`src/rtl/core/mru_contact_bucket_defines.svh`:
```
// ---------------------------------------------------------------------------
// Assertion macros used by the contact bucket sequencer (mcb_ctrl).
// ---------------------------------------------------------------------------
`ifndef MRU_CONTACT_BUCKET_DEFINES_SVH
`define MRU_CONTACT_BUCKET_DEFINES_SVH

// Same-cycle implication, disabled during reset.
`define MCB_ASSERT_IMP(label, ante, cons) \
  label: assert property (@(posedge clk) disable iff (rst) (ante) |-> (cons)) \
    else $error("contact bucket assertion failed");

// Next-cycle implication, disabled during reset.
`define MCB_ASSERT_NXT(label, ante, cons) \
  label: assert property (@(posedge clk) disable iff (rst) (ante) |=> (cons)) \
    else $error("contact bucket assertion failed");

`endif

```
`src/rtl/core/mcb_pkg.sv`:
```
// ---------------------------------------------------------------------------
// mcb_pkg
// Sizes, codes and shared types of the contact bucket.
// ---------------------------------------------------------------------------
`timescale 1ns / 1ps
`default_nettype none

package mcb_pkg;

  localparam int BUCKET_SLOTS = 20;
  localparam int ID_BITS      = 64;
  localparam int DATA_BITS    = 48;
  localparam int POS_W        = (BUCKET_SLOTS > 1) ? $clog2(BUCKET_SLOTS) : 1;

  // Operation codes
  localparam logic OP_PUSH   = 1'b0;
  localparam logic OP_REMOVE = 1'b1;

  // Sequencer states
  typedef enum logic [1:0] {
    ST_IDLE,
    ST_CMP,
    ST_UPD
  } mcb_state_t;

  // Update control broadcast to every cell
  typedef struct packed {
    logic             upd;
    logic             remove;
    logic             hit;
    logic [POS_W-1:0] pos;
  } mcb_ctrl_t;

endpackage

`default_nettype wire

```
`src/rtl/core/mcb_ctrl.sv`:
```
// ---------------------------------------------------------------------------
// mcb_ctrl
// Sequencer: captures a transaction, encodes the hit position from the cell
// match flags and issues the one-cycle update to the chain.
// ---------------------------------------------------------------------------
`timescale 1ns / 1ps
`default_nettype none
`include "mru_contact_bucket_defines.svh"

module mcb_ctrl (
  input  wire logic                              clk,
  input  wire logic                              rst,
  input  wire logic                              in_valid,
  output logic                                   in_stall,
  input  wire logic                              operation,
  input  wire logic [63:0]                       contact_id,
  input  wire logic [mcb_pkg::DATA_BITS-1:0]     contact_data,
  input  wire logic [mcb_pkg::BUCKET_SLOTS-1:0]  match,
  input  wire logic                              out_busy,
  output logic [mcb_pkg::ID_BITS-1:0]            key,
  output logic [mcb_pkg::DATA_BITS-1:0]          key_data,
  output mcb_pkg::mcb_ctrl_t                     ctrl,
  output logic                                   load_result
);
  import mcb_pkg::*;

  mcb_state_t       state;
  mcb_state_t       state_next;
  logic             remove;
  logic             hit;
  logic [POS_W-1:0] pos;
  logic [POS_W-1:0] pos_enc;
  logic             key_nz;
  logic             go;
  logic             accept;

  assign key_nz = (key != '0);
  assign accept = in_valid && !in_stall;

  // Encode the one-hot match vector; empty slots never match a nonzero key
  always_comb begin
    pos_enc = '0;
    for (int i = 0; i < BUCKET_SLOTS; i++) begin
      if (match[i]) begin
        pos_enc = pos_enc | POS_W'(i);
      end
    end
  end

  // Next state and handshake
  always_comb begin
    state_next  = state;
    go          = 1'b0;
    in_stall    = 1'b1;
    load_result = 1'b0;
    case (state)
      ST_IDLE: begin
        in_stall = 1'b0;
        if (in_valid) begin
          state_next = ST_CMP;
        end
      end
      ST_CMP: begin
        state_next = ST_UPD;
      end
      ST_UPD: begin
        go          = !out_busy;
        in_stall    = out_busy;
        load_result = go;
        if (go) begin
          state_next = in_valid ? ST_CMP : ST_IDLE;
        end
      end
      default: begin
        state_next = ST_IDLE;
      end
    endcase
  end

  // Drive the cell update
  always_comb begin
    ctrl.remove = remove;
    ctrl.hit    = hit;
    ctrl.pos    = pos;
    if (remove) begin
      ctrl.upd = go && hit;
    end else begin
      ctrl.upd = go && key_nz && !(hit && (pos == '0));
    end
  end

  always_ff @(posedge clk) begin
    if (rst) begin
      state <= ST_IDLE;
    end else begin
      state <= state_next;
    end
  end

  // Capture the transaction
  always_ff @(posedge clk) begin
    if (accept) begin
      remove   <= (operation == OP_REMOVE);
      key      <= contact_id[ID_BITS-1:0];
      key_data <= contact_data;
    end
  end

  // Register the lookup result
  always_ff @(posedge clk) begin
    if (state == ST_CMP) begin
      hit <= key_nz && (match != '0);
      pos <= pos_enc;
    end
  end

  `MCB_ASSERT_IMP(a_match_unique, (state == ST_CMP) && key_nz, $onehot0(match))
  `MCB_ASSERT_NXT(a_accept_to_cmp, accept, state == ST_CMP)
  `MCB_ASSERT_NXT(a_cmp_to_upd, state == ST_CMP, state == ST_UPD)
  `MCB_ASSERT_NXT(a_upd_holds, (state == ST_UPD) && out_busy, state == ST_UPD)

endmodule

`default_nettype wire

```
`config.mk`:
```
export PLATFORM = sky130hd
export DESIGN_NAME = mcb_ctrl
export DESIGN_NICKNAME = d
export VERILOG_FILES = /design/src/rtl/core/mcb_pkg.sv /design/src/rtl/core/mcb_ctrl.sv
export VERILOG_INCLUDE_DIRS = /design/src /design/src/rtl/core
export SDC_FILE = /design/constraint.sdc
export NUM_CORES = 1
export LEC_CHECK = 0
export ABC_AREA = 0
export BUFFER_PORTS_ARGS = -buffer_cell sky130_fd_sc_hd__buf_2
export CAP_MARGIN = 20
export CORE_AREA = 2 2 100 102
export CTS_CLUSTER_SIZE = 8
export DETAILED_ROUTE_END_ITERATION = 8
export DIE_AREA = 0 0 102 104
export PLACE_DENSITY_LB_ADDON = 0.05
export SLEW_MARGIN = 30
export SYNTH_ARGS = -nofsm -noshare
export SYNTH_HDL_FRONTEND = slang
export SYNTH_SLANG_ARGS = --single-unit
```
`constraint.sdc`:
```
create_clock -name clk -period 4.5 [get_ports clk]
set_clock_uncertainty 0.05 [all_clocks]
set_input_delay 0.675 -clock clk [delete_from_list [all_inputs] [get_ports clk]]
set_output_delay 0.675 -clock clk [all_outputs]
set_load 0.02 [all_outputs]
```
* Yosys cells after proc, flatten, opt, wreduce, memory -nomap -nowiden
Index checks and enable logic that the tools add are counted.
Word-level totals: input port bits 137, output and inout port bits 122, register bits 121, logic and storage cells 54
Cells by class: muxes and demuxes 25, reduce and logical (&&, ||, !) cells 16, equal/unequal tests 4
Operators with widths (number):
- nonzero test 64 bit | 1
- two-way mux 4 bit | 8
- nonzero test 20 bit | 1
- two-way mux 5 bit | 3
- two-way mux 3 bit | 4
- two-way mux 2 bit | 4
- logical AND 1 bit | 6
- case mux 2 bit (3 select lines) | 1
- zero test 5 bit | 1
- two-way mux 1 bit | 4
- inequality test 2 bit (second input constant) | 2
- OR reduction 4 bit | 1
- zero test 1 bit | 3
- equality test 2 x 1 -> 1 bit (second input constant) | 1
- equality test 2 bit (second input constant) | 1
- zero test 2 bit | 1
- case mux 1 bit (2 select lines) | 1
- AND reduction 2 bit | 1
- OR reduction 2 bit | 1

* Logic depth before layout (Yosys ltp)
word-level depth 18, depth in mapped cells 4

* Least setup slack after synthesis
OpenSTA, ideal clock, no wires.
path kind input to register, start point in out_busy, end point reg key[0] (netlist name) (enable), setup time 486 ps, cell stages on the path 2, data required time 3964 ps, slack 481 ps, data arrival time 3482 ps, cells stage by stage a21oi_1 > and2_1
Between the ends: longest elaborated chain between the ends 3
Ends and longest elaborated chain:
- start, declared | line mcb_ctrl.sv:19 | input wire logic out_busy,
- case mux 1 bit (2 select lines) | line mcb_ctrl.sv:56 | case (state)
- zero test 1 bit | line mcb_ctrl.sv:38 | assign accept = in_valid && !in_stall;
- logical AND 1 bit | line mcb_ctrl.sv:38
- named net accept | line mcb_ctrl.sv:35 | logic accept;
- end signal, assigned | line mcb_ctrl.sv:104 | key <= contact_id[ID_BITS-1:0];
- end, declared | line mcb_ctrl.sv:20 | output logic [mcb_pkg::ID_BITS-1:0] key,
The timed path passes the listed nets, and every way through them passes these cells. A chain may end at the register's enable or synchronous reset.

==> run metrics <==
worst r2r path cells 3; vias 2696; Worst path top cell family by delay simple AND/OR/NAND/NOR gates; maximum number of pins on one net before global-route repair 61; PD cells 462 nW/um2; CP Capture Type output port; Clock Tree Buf Depth 2; Starting Density between 40% and 50%; slowest stage delay, CP approximately 0.4 ns; Fillers between 700 and 800; CTS Buf Count 17; placed cell areas 5410 um2; leak pwr around 2.5 nW; DR pass1 iterations 4; CTS sink cnt 121; RSZ-0062 raised after global routing no; Chip Height between 100 and 150 um; nets@finish 590; Clock Pin Slew Worst Setup and Hold Paths 0.05 ns; Die Footprint 10600 um2; area of the core about 9500 um2; register area share after synthesis between 90 and 100%; Min-Delay Path Class input pin to flop; number of global-route vias before repair 2800; synthesis-stage register bit count 121; drt initial violations 97; synth warn 0; Endpoint, Worst Hold key_data[30]; slowest CP cell nor4_2; Buffers & Inverters on Critical Path 1; post-synthesis instance total between 150 and 200; worst-path fanout max 2; htree depth 4; outcome completed; design area 5900 um2; IO Count 259; critical path cell sequence nor4_1, nand4_1, nor4_2, a211oi_1, buf_2; wire length per cell after detailed routing around 17 um; Post-DP HPWL 7.73 mm; Reg2Reg Launch Point state[0]; Post-CTS Setup Inserts 0; critical path class flop to output port; Max-slew headroom 51.0%; CTS tree built; f_max 0.350 GHz; reg-to-reg endpoint key_data[0]; routed wire length 9.96 mm; FF-to-FF setup slack 2.56 ns; Max VDD drop 0.000302 V; Inserted Diodes 0; row cnt 36; placer congestion estimate 0.801; hold_sp contact_data[30]; share of cells above drive strength 1 61.0%; Tmin final 2.85 ns; syn nets roughly 310; initial antenna violation count 0; Slew Viols, Final 0; GRT Overall Usage 18.7%; root buf cell clkbuf_8; drc violations 0; Mapped Area 3950 um2; Period Utilization, post-route a little under two thirds; slew at the pin closest to its max-slew limit 0.735 ns; Yosys cell types 17; Hold Fails Final Rpt 0; total grt overflow 0; Mean Syn Cell Area about 22 um2; Req. time, crit path 3.77 ns; Hold-fix buffers, CTS 0; width of the die roughly 100 um; max-cap violations 0; input/output buffers 258; CP startpoint kind flop; Layout area overhead 49.4%; Routed Antenna Nets 0; WHS Path Cells 1; Post-CTS Resized 0; Skew-Pair Late Insertion Delay ~0.50 ns; first-pass GRT wire length 14.1 mm; Setup TNS 0 ns; Final setup violation count 0; routed vias/inst approximately 4.5; arrival time worst endpoint approximately 2.1 ns
==> power breakdown <==
part	internal (mW)	total (mW)	switching, mW
clock network	0.704	1.12	0.413
registers	1.33	1.35	0.0260
logic	0.0916	0.255	0.164
==> routing by layer <==
metal  vias to the layer above  track usage [%]  share of wire [%]
met5                         -                0                  0
met4                         0             8.38                1.7
met3                        14             10.3                 12
met2                       166             33.1                 53
met1                      1230             16.9                 34
li1                       1286                -                  -
==> how the worst max path moves through the flow <==
stage | start | endpoint | cells after the start
final | key[46] | ctrl[7] | 5
after global routing | key[46] | ctrl[7] | 5
after CTS | key[46] | ctrl[7] | 5
after detailed placement | out_busy | key_data[44] | 4
after global placement | key[25] | ctrl[7] | 5
after floorplan | out_busy | key[0] | 2
==> sequential cells by signal (all words and copies together) (netlist names) <==
signal / count
key_data: 48
key: 64
hit: 1
pos: 5
state: 2
remove: 1
==> through the flow <==
stage	cells	power, mW	hold WS (ns)	setup WS [ns]	util, %
6_report	595	2.72	0.296	1.65	61.7
3_3_place_gp	567	1.63	0.564	2.08	56.7
2_1_floorplan	177	1.50	0.527	0.481	-
5_1_grt	595	2.82	0.263	1.45	61.7
3_5_place_dp	567	1.63	0.575	2.06	56.7
4_1_cts	595	2.76	0.267	1.54	61.7
==> cells in the mapped netlist <==
cell type    n  share of area, %
edfxtp_1   119                91
nor4_1      23               3.6
nor2_1       6              0.57
nand3_1      4              0.51
nand4_1      4              0.63
nor2b_1      4              0.63
a21oi_1      2              0.25
buf_4        2              0.38
dfxtp_1      2               1.0
inv_1        2              0.19
nand2_1      2              0.19
nor4_2       2              0.63
a211oi_1     1              0.19
and2_1       1              0.16
nor3_1       1              0.13
o21ai_0      1              0.13
or4_1        1              0.19
==> kinds of logic (layout without fill, tap and decap cells) <==
| logic type | after synthesis | in the layout | share of synthesized area (%) |
|---|---|---|---|
| AO/OA/AOI/OAI | 4 | 4 | 0.571 |
| buffers and inverters | 4 | 289 | 0.571 |
| flip-flops | 121 | 121 | 91.6 |
| AND/OR/NAND/NOR | 48 | 48 | 7.29 |
==> cell type report <==
type | instances | area [um2] | share of cell area [%]
clock buffer | 20 | 425 | 7.22
clock inverter | 8 | 58.8 | 0.997
inverter | 2 | 7.51 | 0.127
multi-input combinational | 52 | 313 | 5.31
sequential | 121 | 3610 | 61.3
tap | 133 | 166 | 2.82
timing repair buffer | 259 | 1310 | 22.2
==> cells in the final DEF (no fill, tap or decap), drive strengths merged, types with 4 or more instances in the layout <==
master	Yosys	routed
nor4	25	25
clkinv	0	7
nand3	4	4
nand4	4	4
nor2	6	6
clkbuf	0	20
edfxtp	119	119
buf	2	259
nor2b	4	4
No activity file was read; power rests on OpenSTA's default activity.
