<file path="config.mk">
export PLATFORM = sky130hd
export DESIGN_NAME = mcb_cell
export DESIGN_NICKNAME = d
export VERILOG_FILES = /design/src/rtl/core/mru_contact_bucket_defines.svh /design/src/rtl/core/mcb_pkg.sv /design/src/rtl/core/mcb_cell.sv
export SDC_FILE = /design/constraint.sdc
export NUM_CORES = 1
export LEC_CHECK = 0
export BUFFER_PORTS_ARGS = -buffer_cell sky130_fd_sc_hd__buf_2
export CAP_MARGIN = 10
export CORE_AREA = 5 5 204 206
export DETAILED_ROUTE_END_ITERATION = 12
export DIE_AREA = 0 0 209 211
export HOLD_SLACK_MARGIN = 0.03
export PLACE_DENSITY = 0.41
export SYNTH_ARGS = -nofsm -noshare
export SYNTH_HDL_FRONTEND = slang
export SYNTH_SLANG_ARGS = --single-unit
</file>
<file path="constraint.sdc">
create_clock -name clk -period 1.7 [get_ports clk]
set_input_delay 0.085 -clock clk [delete_from_list [all_inputs] [get_ports clk]]
set_output_delay 0.085 -clock clk [all_outputs]
set_load 0.005 [all_outputs]
</file>
<file path="src/rtl/core/mru_contact_bucket_defines.svh">
// ---------------------------------------------------------------------------
// Assertion macros used by the contact bucket sequencer (mcb_ctrl).
// ---------------------------------------------------------------------------
`ifndef MRU_CONTACT_BUCKET_DEFINES_SVH
`define MRU_CONTACT_BUCKET_DEFINES_SVH

// Same-cycle implication, disabled during reset.
`define MCB_ASSERT_IMP(label, ante, cons) \
  label: assert property (@(posedge clk) disable iff (rst) (ante) |-> (cons)) \
    else $error("contact bucket assertion failed");

// Next-cycle implication, disabled during reset.
`define MCB_ASSERT_NXT(label, ante, cons) \
  label: assert property (@(posedge clk) disable iff (rst) (ante) |=> (cons)) \
    else $error("contact bucket assertion failed");

`endif

</file>
<file path="src/rtl/core/mcb_pkg.sv">
// ---------------------------------------------------------------------------
// mcb_pkg
// Sizes, codes and shared types of the contact bucket.
// ---------------------------------------------------------------------------
`timescale 1ns / 1ps
`default_nettype none

package mcb_pkg;

  localparam int BUCKET_SLOTS = 20;
  localparam int ID_BITS      = 64;
  localparam int DATA_BITS    = 48;
  localparam int POS_W        = (BUCKET_SLOTS > 1) ? $clog2(BUCKET_SLOTS) : 1;

  // Operation codes
  localparam logic OP_PUSH   = 1'b0;
  localparam logic OP_REMOVE = 1'b1;

  // Sequencer states
  typedef enum logic [1:0] {
    ST_IDLE,
    ST_CMP,
    ST_UPD
  } mcb_state_t;

  // Update control broadcast to every cell
  typedef struct packed {
    logic             upd;
    logic             remove;
    logic             hit;
    logic [POS_W-1:0] pos;
  } mcb_ctrl_t;

endpackage

`default_nettype wire

</file>
<file path="src/rtl/core/mcb_cell.sv">
// ---------------------------------------------------------------------------
// mcb_cell
// One contact slot: compares its id with the key and, on update, takes the
// neighbor's contents from above (push) or below (remove).
// ---------------------------------------------------------------------------
`timescale 1ns / 1ps
`default_nettype none

module mcb_cell (
  input  wire logic                         clk,
  input  wire logic                         rst,
  input  wire logic [mcb_pkg::POS_W-1:0]    idx,
  input  wire mcb_pkg::mcb_ctrl_t           ctrl,
  input  wire logic [mcb_pkg::ID_BITS-1:0]  key,
  input  wire logic [mcb_pkg::ID_BITS-1:0]  prev_id,
  input  wire logic [mcb_pkg::DATA_BITS-1:0] prev_data,
  input  wire logic [mcb_pkg::ID_BITS-1:0]  next_id,
  input  wire logic [mcb_pkg::DATA_BITS-1:0] next_data,
  output logic                              match,
  output logic [mcb_pkg::ID_BITS-1:0]       slot_id,
  output logic [mcb_pkg::DATA_BITS-1:0]     slot_data,
  output logic [mcb_pkg::ID_BITS-1:0]       slot_id_next,
  output logic [mcb_pkg::DATA_BITS-1:0]     slot_data_next
);
  import mcb_pkg::*;

  logic take_prev;
  logic take_next;

  // Compare against the key
  assign match = (slot_id == key);

  // Push shifts this slot down when it lies at or above the hit position, or on a miss
  assign take_prev = ctrl.upd && !ctrl.remove && (!ctrl.hit || (idx <= ctrl.pos));
  // Remove closes the gap from the hit position onward
  assign take_next = ctrl.upd && ctrl.remove && (idx >= ctrl.pos);

  always_comb begin
    slot_id_next   = slot_id;
    slot_data_next = slot_data;
    if (take_prev) begin
      slot_id_next   = prev_id;
      slot_data_next = prev_data;
    end else if (take_next) begin
      slot_id_next   = next_id;
      slot_data_next = next_data;
    end
  end

  // Hold the slot; reset empties it
  always_ff @(posedge clk) begin
    if (rst) begin
      slot_id   <= '0;
      slot_data <= '0;
    end else begin
      slot_id   <= slot_id_next;
      slot_data <= slot_data_next;
    end
  end

endmodule

`default_nettype wire

</file>
## Word level (Yosys, flattened, before mapping)

Index checks and enable logic that the tools add are counted.

- Register bits after elaboration: 112
- Bits of input ports: 303
- Output and inout port bits: 225
- Word-level logic and storage cells: 16

- $lt $le $gt $ge: 2
- Equal/unequal tests: 1
- Muxes and demuxes: 4
- Reductions and logical operators: 7

Operators by type and width:

| cell | count |
|---|---|
| two-way mux 64 bit | 2 |
| two-way mux 48 bit | 2 |
| == test 64 bit | 1 |
| >= comparator 5 bit | 1 |
| less-or-equal comparator 5 bit | 1 |
| logical AND 1 bit | 4 |
| zero test 1 bit | 2 |
| logical OR 1 bit | 1 |

## Longest topological paths before layout

- Depth in word-level cells: 4
- Mapped depth: 10
- Gate-level depth less buffers: 7

## Worst setup path after synthesis

No wires, ideal clock.

- Path type: input-to-reg
- From: input port ctrl[4] in the netlist's numbering
- To: register slot_data[43] in the netlist's numbering
- Library setup time: 0.141 ns
- Arrival time: 1.709 ns
- Setup slack: -0.150 ns
- Cell stages on the path: 10
- Path through: inv_1 > ha_1 > and4_1 > nor2b_1 > o32a_1 > buf_2 > buf_4 > buf_6 > nor2_2 > nor3_2

- Cells in the longest elaborated chain, start to end: 4
- Elaborated cells between the ends (all ways): 7
- Those cells by class: order compare (2); mux (2); reduce/logical (3)

RTL lines:

| what | line | RTL |
|---|---|---|
| from (decl) | mcb_cell.sv:13 | `input wire mcb_pkg::mcb_ctrl_t ctrl,` |
| >= comparator 5 bit / less-or-equal comparator 5 bit (equally long branches) | mcb_cell.sv:36, mcb_cell.sv:34 |  |
| logical AND 1 bit / logical OR 1 bit (equally long branches) | mcb_cell.sv:36, mcb_cell.sv:34 |  |
| two-way mux 48 bit / logical AND 1 bit (equally long branches) | mcb_cell.sv:44, mcb_cell.sv:34 |  |
| two-way mux 48 bit * | mcb_cell.sv:41 | `if (take_prev) begin` |
| to (signal assigned) | mcb_cell.sv:57 | `slot_data <= slot_data_next;` |
| to (decl) | mcb_cell.sv:21 | `output logic [mcb_pkg::DATA_BITS-1:0] slot_data,` |

Mark *: on every way between the ends. The rest lies on a longest branch, timed or not.
A chain may end at the register's enable or synchronous reset.

## Worst setup path in the final report

- From: input port ctrl[4] in the netlist's numbering
- To: output port slot_id_next[50] in the netlist's numbering

- Cells in the longest elaborated chain, start to end: 4
- Elaborated cells between the ends (all ways): 7
- Those cells by class: order compare (2); mux (2); reduce/logical (3)

RTL lines:

| what | line | RTL |
|---|---|---|
| >= comparator 5 bit / less-or-equal comparator 5 bit (equally long branches) | mcb_cell.sv:36, mcb_cell.sv:34 |  |
| logical AND 1 bit / logical OR 1 bit (equally long branches) | mcb_cell.sv:36, mcb_cell.sv:34 |  |
| two-way mux 64 bit / logical AND 1 bit (equally long branches) | mcb_cell.sv:44, mcb_cell.sv:34 |  |
| two-way mux 64 bit * | mcb_cell.sv:41 |  |
| to (decl) | mcb_cell.sv:22 | `output logic [mcb_pkg::ID_BITS-1:0] slot_id_next,` |

Marked as above.

==> run metrics <==
Synth Cell Area=7286 um^2; share of power burned in registers=26.2%; floorplan core area=39460 um^2; worst vdd ir=0.4513 mV; # port buffers=527; CTS tree=done; vias in the first global route=11540; fin worst setup slack=-0.4553 ns; Syn Inst Count=857; Worst path top cell family by delay=buffers and inverters; GP Congestion=0.9422; largest family of logic cells by synthesized area=simple AND/OR/NAND/NOR gates; Net Sw Power=4.531 mW; Total Wirelength=52290 um; met1 Track Usage GR=25.93%; flop-to-flop setup slack=0.49 ns; Synth Area in Compound Gates=18.01%; post-detail-place hpwl=33040 um; relative slew slack=61.16%; final antenna-violating net count=0; WP data arrival=2.07 ns; Layout Nets=2012; initial drt markers=359; RSZ-0062 raised after global routing=true; die width=209 um; Inserted Clock Buffers=9; final hold violations=0; # rows=73; final slew viol count=0; via count=10180; initial cell density of the core=18.46%; grt peak-use layer=met2; most frequent cells in the layout=514 x buf_2, 132 x buf_4, 106 x dfxtp_1; Synth Register Bits=112; Syn Nets=1165; Clock power frac=19.3%; routed vias/inst=4.555; fin crit period=2.155 ns; Worst-Skew Late Latency=0.37 ns; root buf cell=clkbuf_16; Congestion Overflow GR=0; most used cell, CP=buf_12; Setup Total Neg Slack=-43.29 ns; CP max stage cell=ha_4; Gate power share=54.5%; post-route clock skew=0 ns; xor/xnor share of the synthesized area=7.694%; Die Y=211 um; Cell variety after synth=30; P_int=7.618 mW; Hold WC Path Type=in -> reg; Place WS=-0.5435 ns; warnings from Yosys=0; worst hold endpoint=slot_data[26]; layout cells sized above 1=73.01%; reg2reg path depth=5; Ports=528; Worst Path Class, Setup=in -> out; Synth Area in Simple Gates=36.94%; global-route wire length before repair=74890 um; Critical R2R Capture=slot_id[23]; DRC viols=0; hold-critical path depth=3; clock buffer depth=2; grt met2 use=41.08%; crit-path cells=buf_6, inv_4, ha_4, and4_4, a41oi_4, buf_12, buf_12, buf_12, buf_16, and3_4, a211oi_4, nor2_2, buf_2; outcome=finished with violations; drt wl/cell=23.39 um; initial antenna violation count=6; CP Max Fanout=6; Worst-Margin Slew=0.5806 ns; adder-cell share of the synthesized area=0.8587%; Area after DPL=11540 um^2; clock slew at reported path FFs=0.08 ns; worst hold slack=0.02974 ns; Reg2Reg Launch Point=slot_id[23]; max incr delay on CP=0.26 ns; clock sinks=112; Pwr Density=691.3 nW/um^2; CP required=1.62 ns; CP Launch Type=input pin; Die ar.=44100 um^2; DRT Pass-1 Iters=4; period utilisation layout=126.8%; Syn-to-layout area delta=141.2%; commonest non-fill, non-tap cell in the layout=buf_2; Non-Filler Instances=2236; mux share of post-synthesis cell area=0.1374%; switching part of the total power=37.30%; CP bufs+invs=7; placed cells=1960; H-tree depth=3; GR Layer Usage met3=4.872%; Avg Cell Area, Syn=8.501 um^2; leak pwr=8.032 nW; GRT Total Usage=22.59%; post-synthesis sequential area ratio=30.77%; pin count of the biggest net entering global routing=36; crit end category=output pin; failing checks=setup timing; final setup violation count=136; Fmax achieved=0.4640 GHz; Worst Hold Launch=next_data[26]; Max-Cap Viols=0; fin area=17570 um^2
[layer usage]
layer,vias up,part of all wire (%)
met5,-,0.061
met1,4899,39
met3,115,6.5
li1,4682,-
met4,4,4.2
met2,484,51
[metrics by stage]
step           power (mW)  util, %
6_report            12.15    44.54
5_1_grt             12.78    44.54
4_1_cts             12.05    43.38
3_5_place_dp        7.241    29.24
3_3_place_gp        7.245    29.24
2_1_floorplan       5.072        -
[cells by family after synthesis]
kind of cell	after synthesis
simple gates	476
compound gates	121
flops	112
mux	1
fa+ha+maj	5
buf+inv	78
xor+xnor	64
[cell type report]
| type | count | area (um^2) |
|---|---|---|
| inverter | 5 | 31.28 |
| antenna | 3 | 7.507 |
| clock buffer | 12 | 246.5 |
| clock inverter | 3 | 42.54 |
| sequential | 112 | 2255 |
| timing repair buffer | 909 | 7427 |
| fill | 3784 | 21880 |
| tap | 525 | 656.9 |
| multi-input combinational | 667 | 6908 |
[state kept, by name (all words and copies together) (netlist names)]
name,cells
slot_data,48
slot_id,64
[worst max-delay path by stage]
stage           startpoint  depth (start not counted)          endpoint
3_5_place_dp        idx[0]                         11  slot_id_next[62]
6_report           ctrl[4]                         13  slot_id_next[50]
3_3_place_gp        idx[0]                         11  slot_id_next[62]
5_1_grt        slot_id[51]                          6             match
4_1_cts        slot_id[55]                          6             match
2_1_floorplan       idx[0]                          9       slot_id[30]
[power by group through the flow]
stage	sequential (mW)	clock, mW	combinational, mW
2_1_floorplan	3.17	0	1.90
3_3_place_gp	3.21	0	4.03
3_5_place_dp	3.22	0	4.03
4_1_cts	3.17	2.45	6.43
5_1_grt	3.21	2.52	7.04
6_report	3.18	2.35	6.62
[cells in the mapped netlist, drive strengths merged]
library cell,count,area (um^2)
a211o,1,8.760
a21boi,1,7.510
and3,112,700.7
xor2,64,560.5
a21oi,3,15.01
o32a,1,10.01
nor2b,1,6.260
nor2,224,968.4
ha,5,62.56
nand4,4,25.02
a21o,1,7.510
nand3,2,10.01
o32ai,1,16.27
nand2b,2,12.51
buf,33,237.7
a211oi,112,1231
clkbuf,40,150.1
inv,5,18.77
nor3,111,845.8
nand2,2,7.510
mux2i,1,10.01
a41oi,1,16.27
dfxtp,112,2242
nor4,17,106.4
and4,1,8.760
[worst register-to-register path: stages, from the launching register on]
cell and delay [ns]:
dfxtp_1 0.37, buf_4 0.18, and3_4 0.17, a211oi_2 0.21
buf_4 0.14, nor3_2 0.03
[repair_timing]
| item | CTS | global route |
|---|---|---|
| buffers inserted | 151 | 43 |
| gates cloned | 41 | 3 |
| endpoints found under the setup margin | 121 | 178 |
| hold buffers | 104 | 0 |
| pin swaps | 216 | 159 |
| gates resized for setup | 430 | 170 |
| hold endpoints to repair | 85 | 0 |
Power figures use the tool's default switching activity.
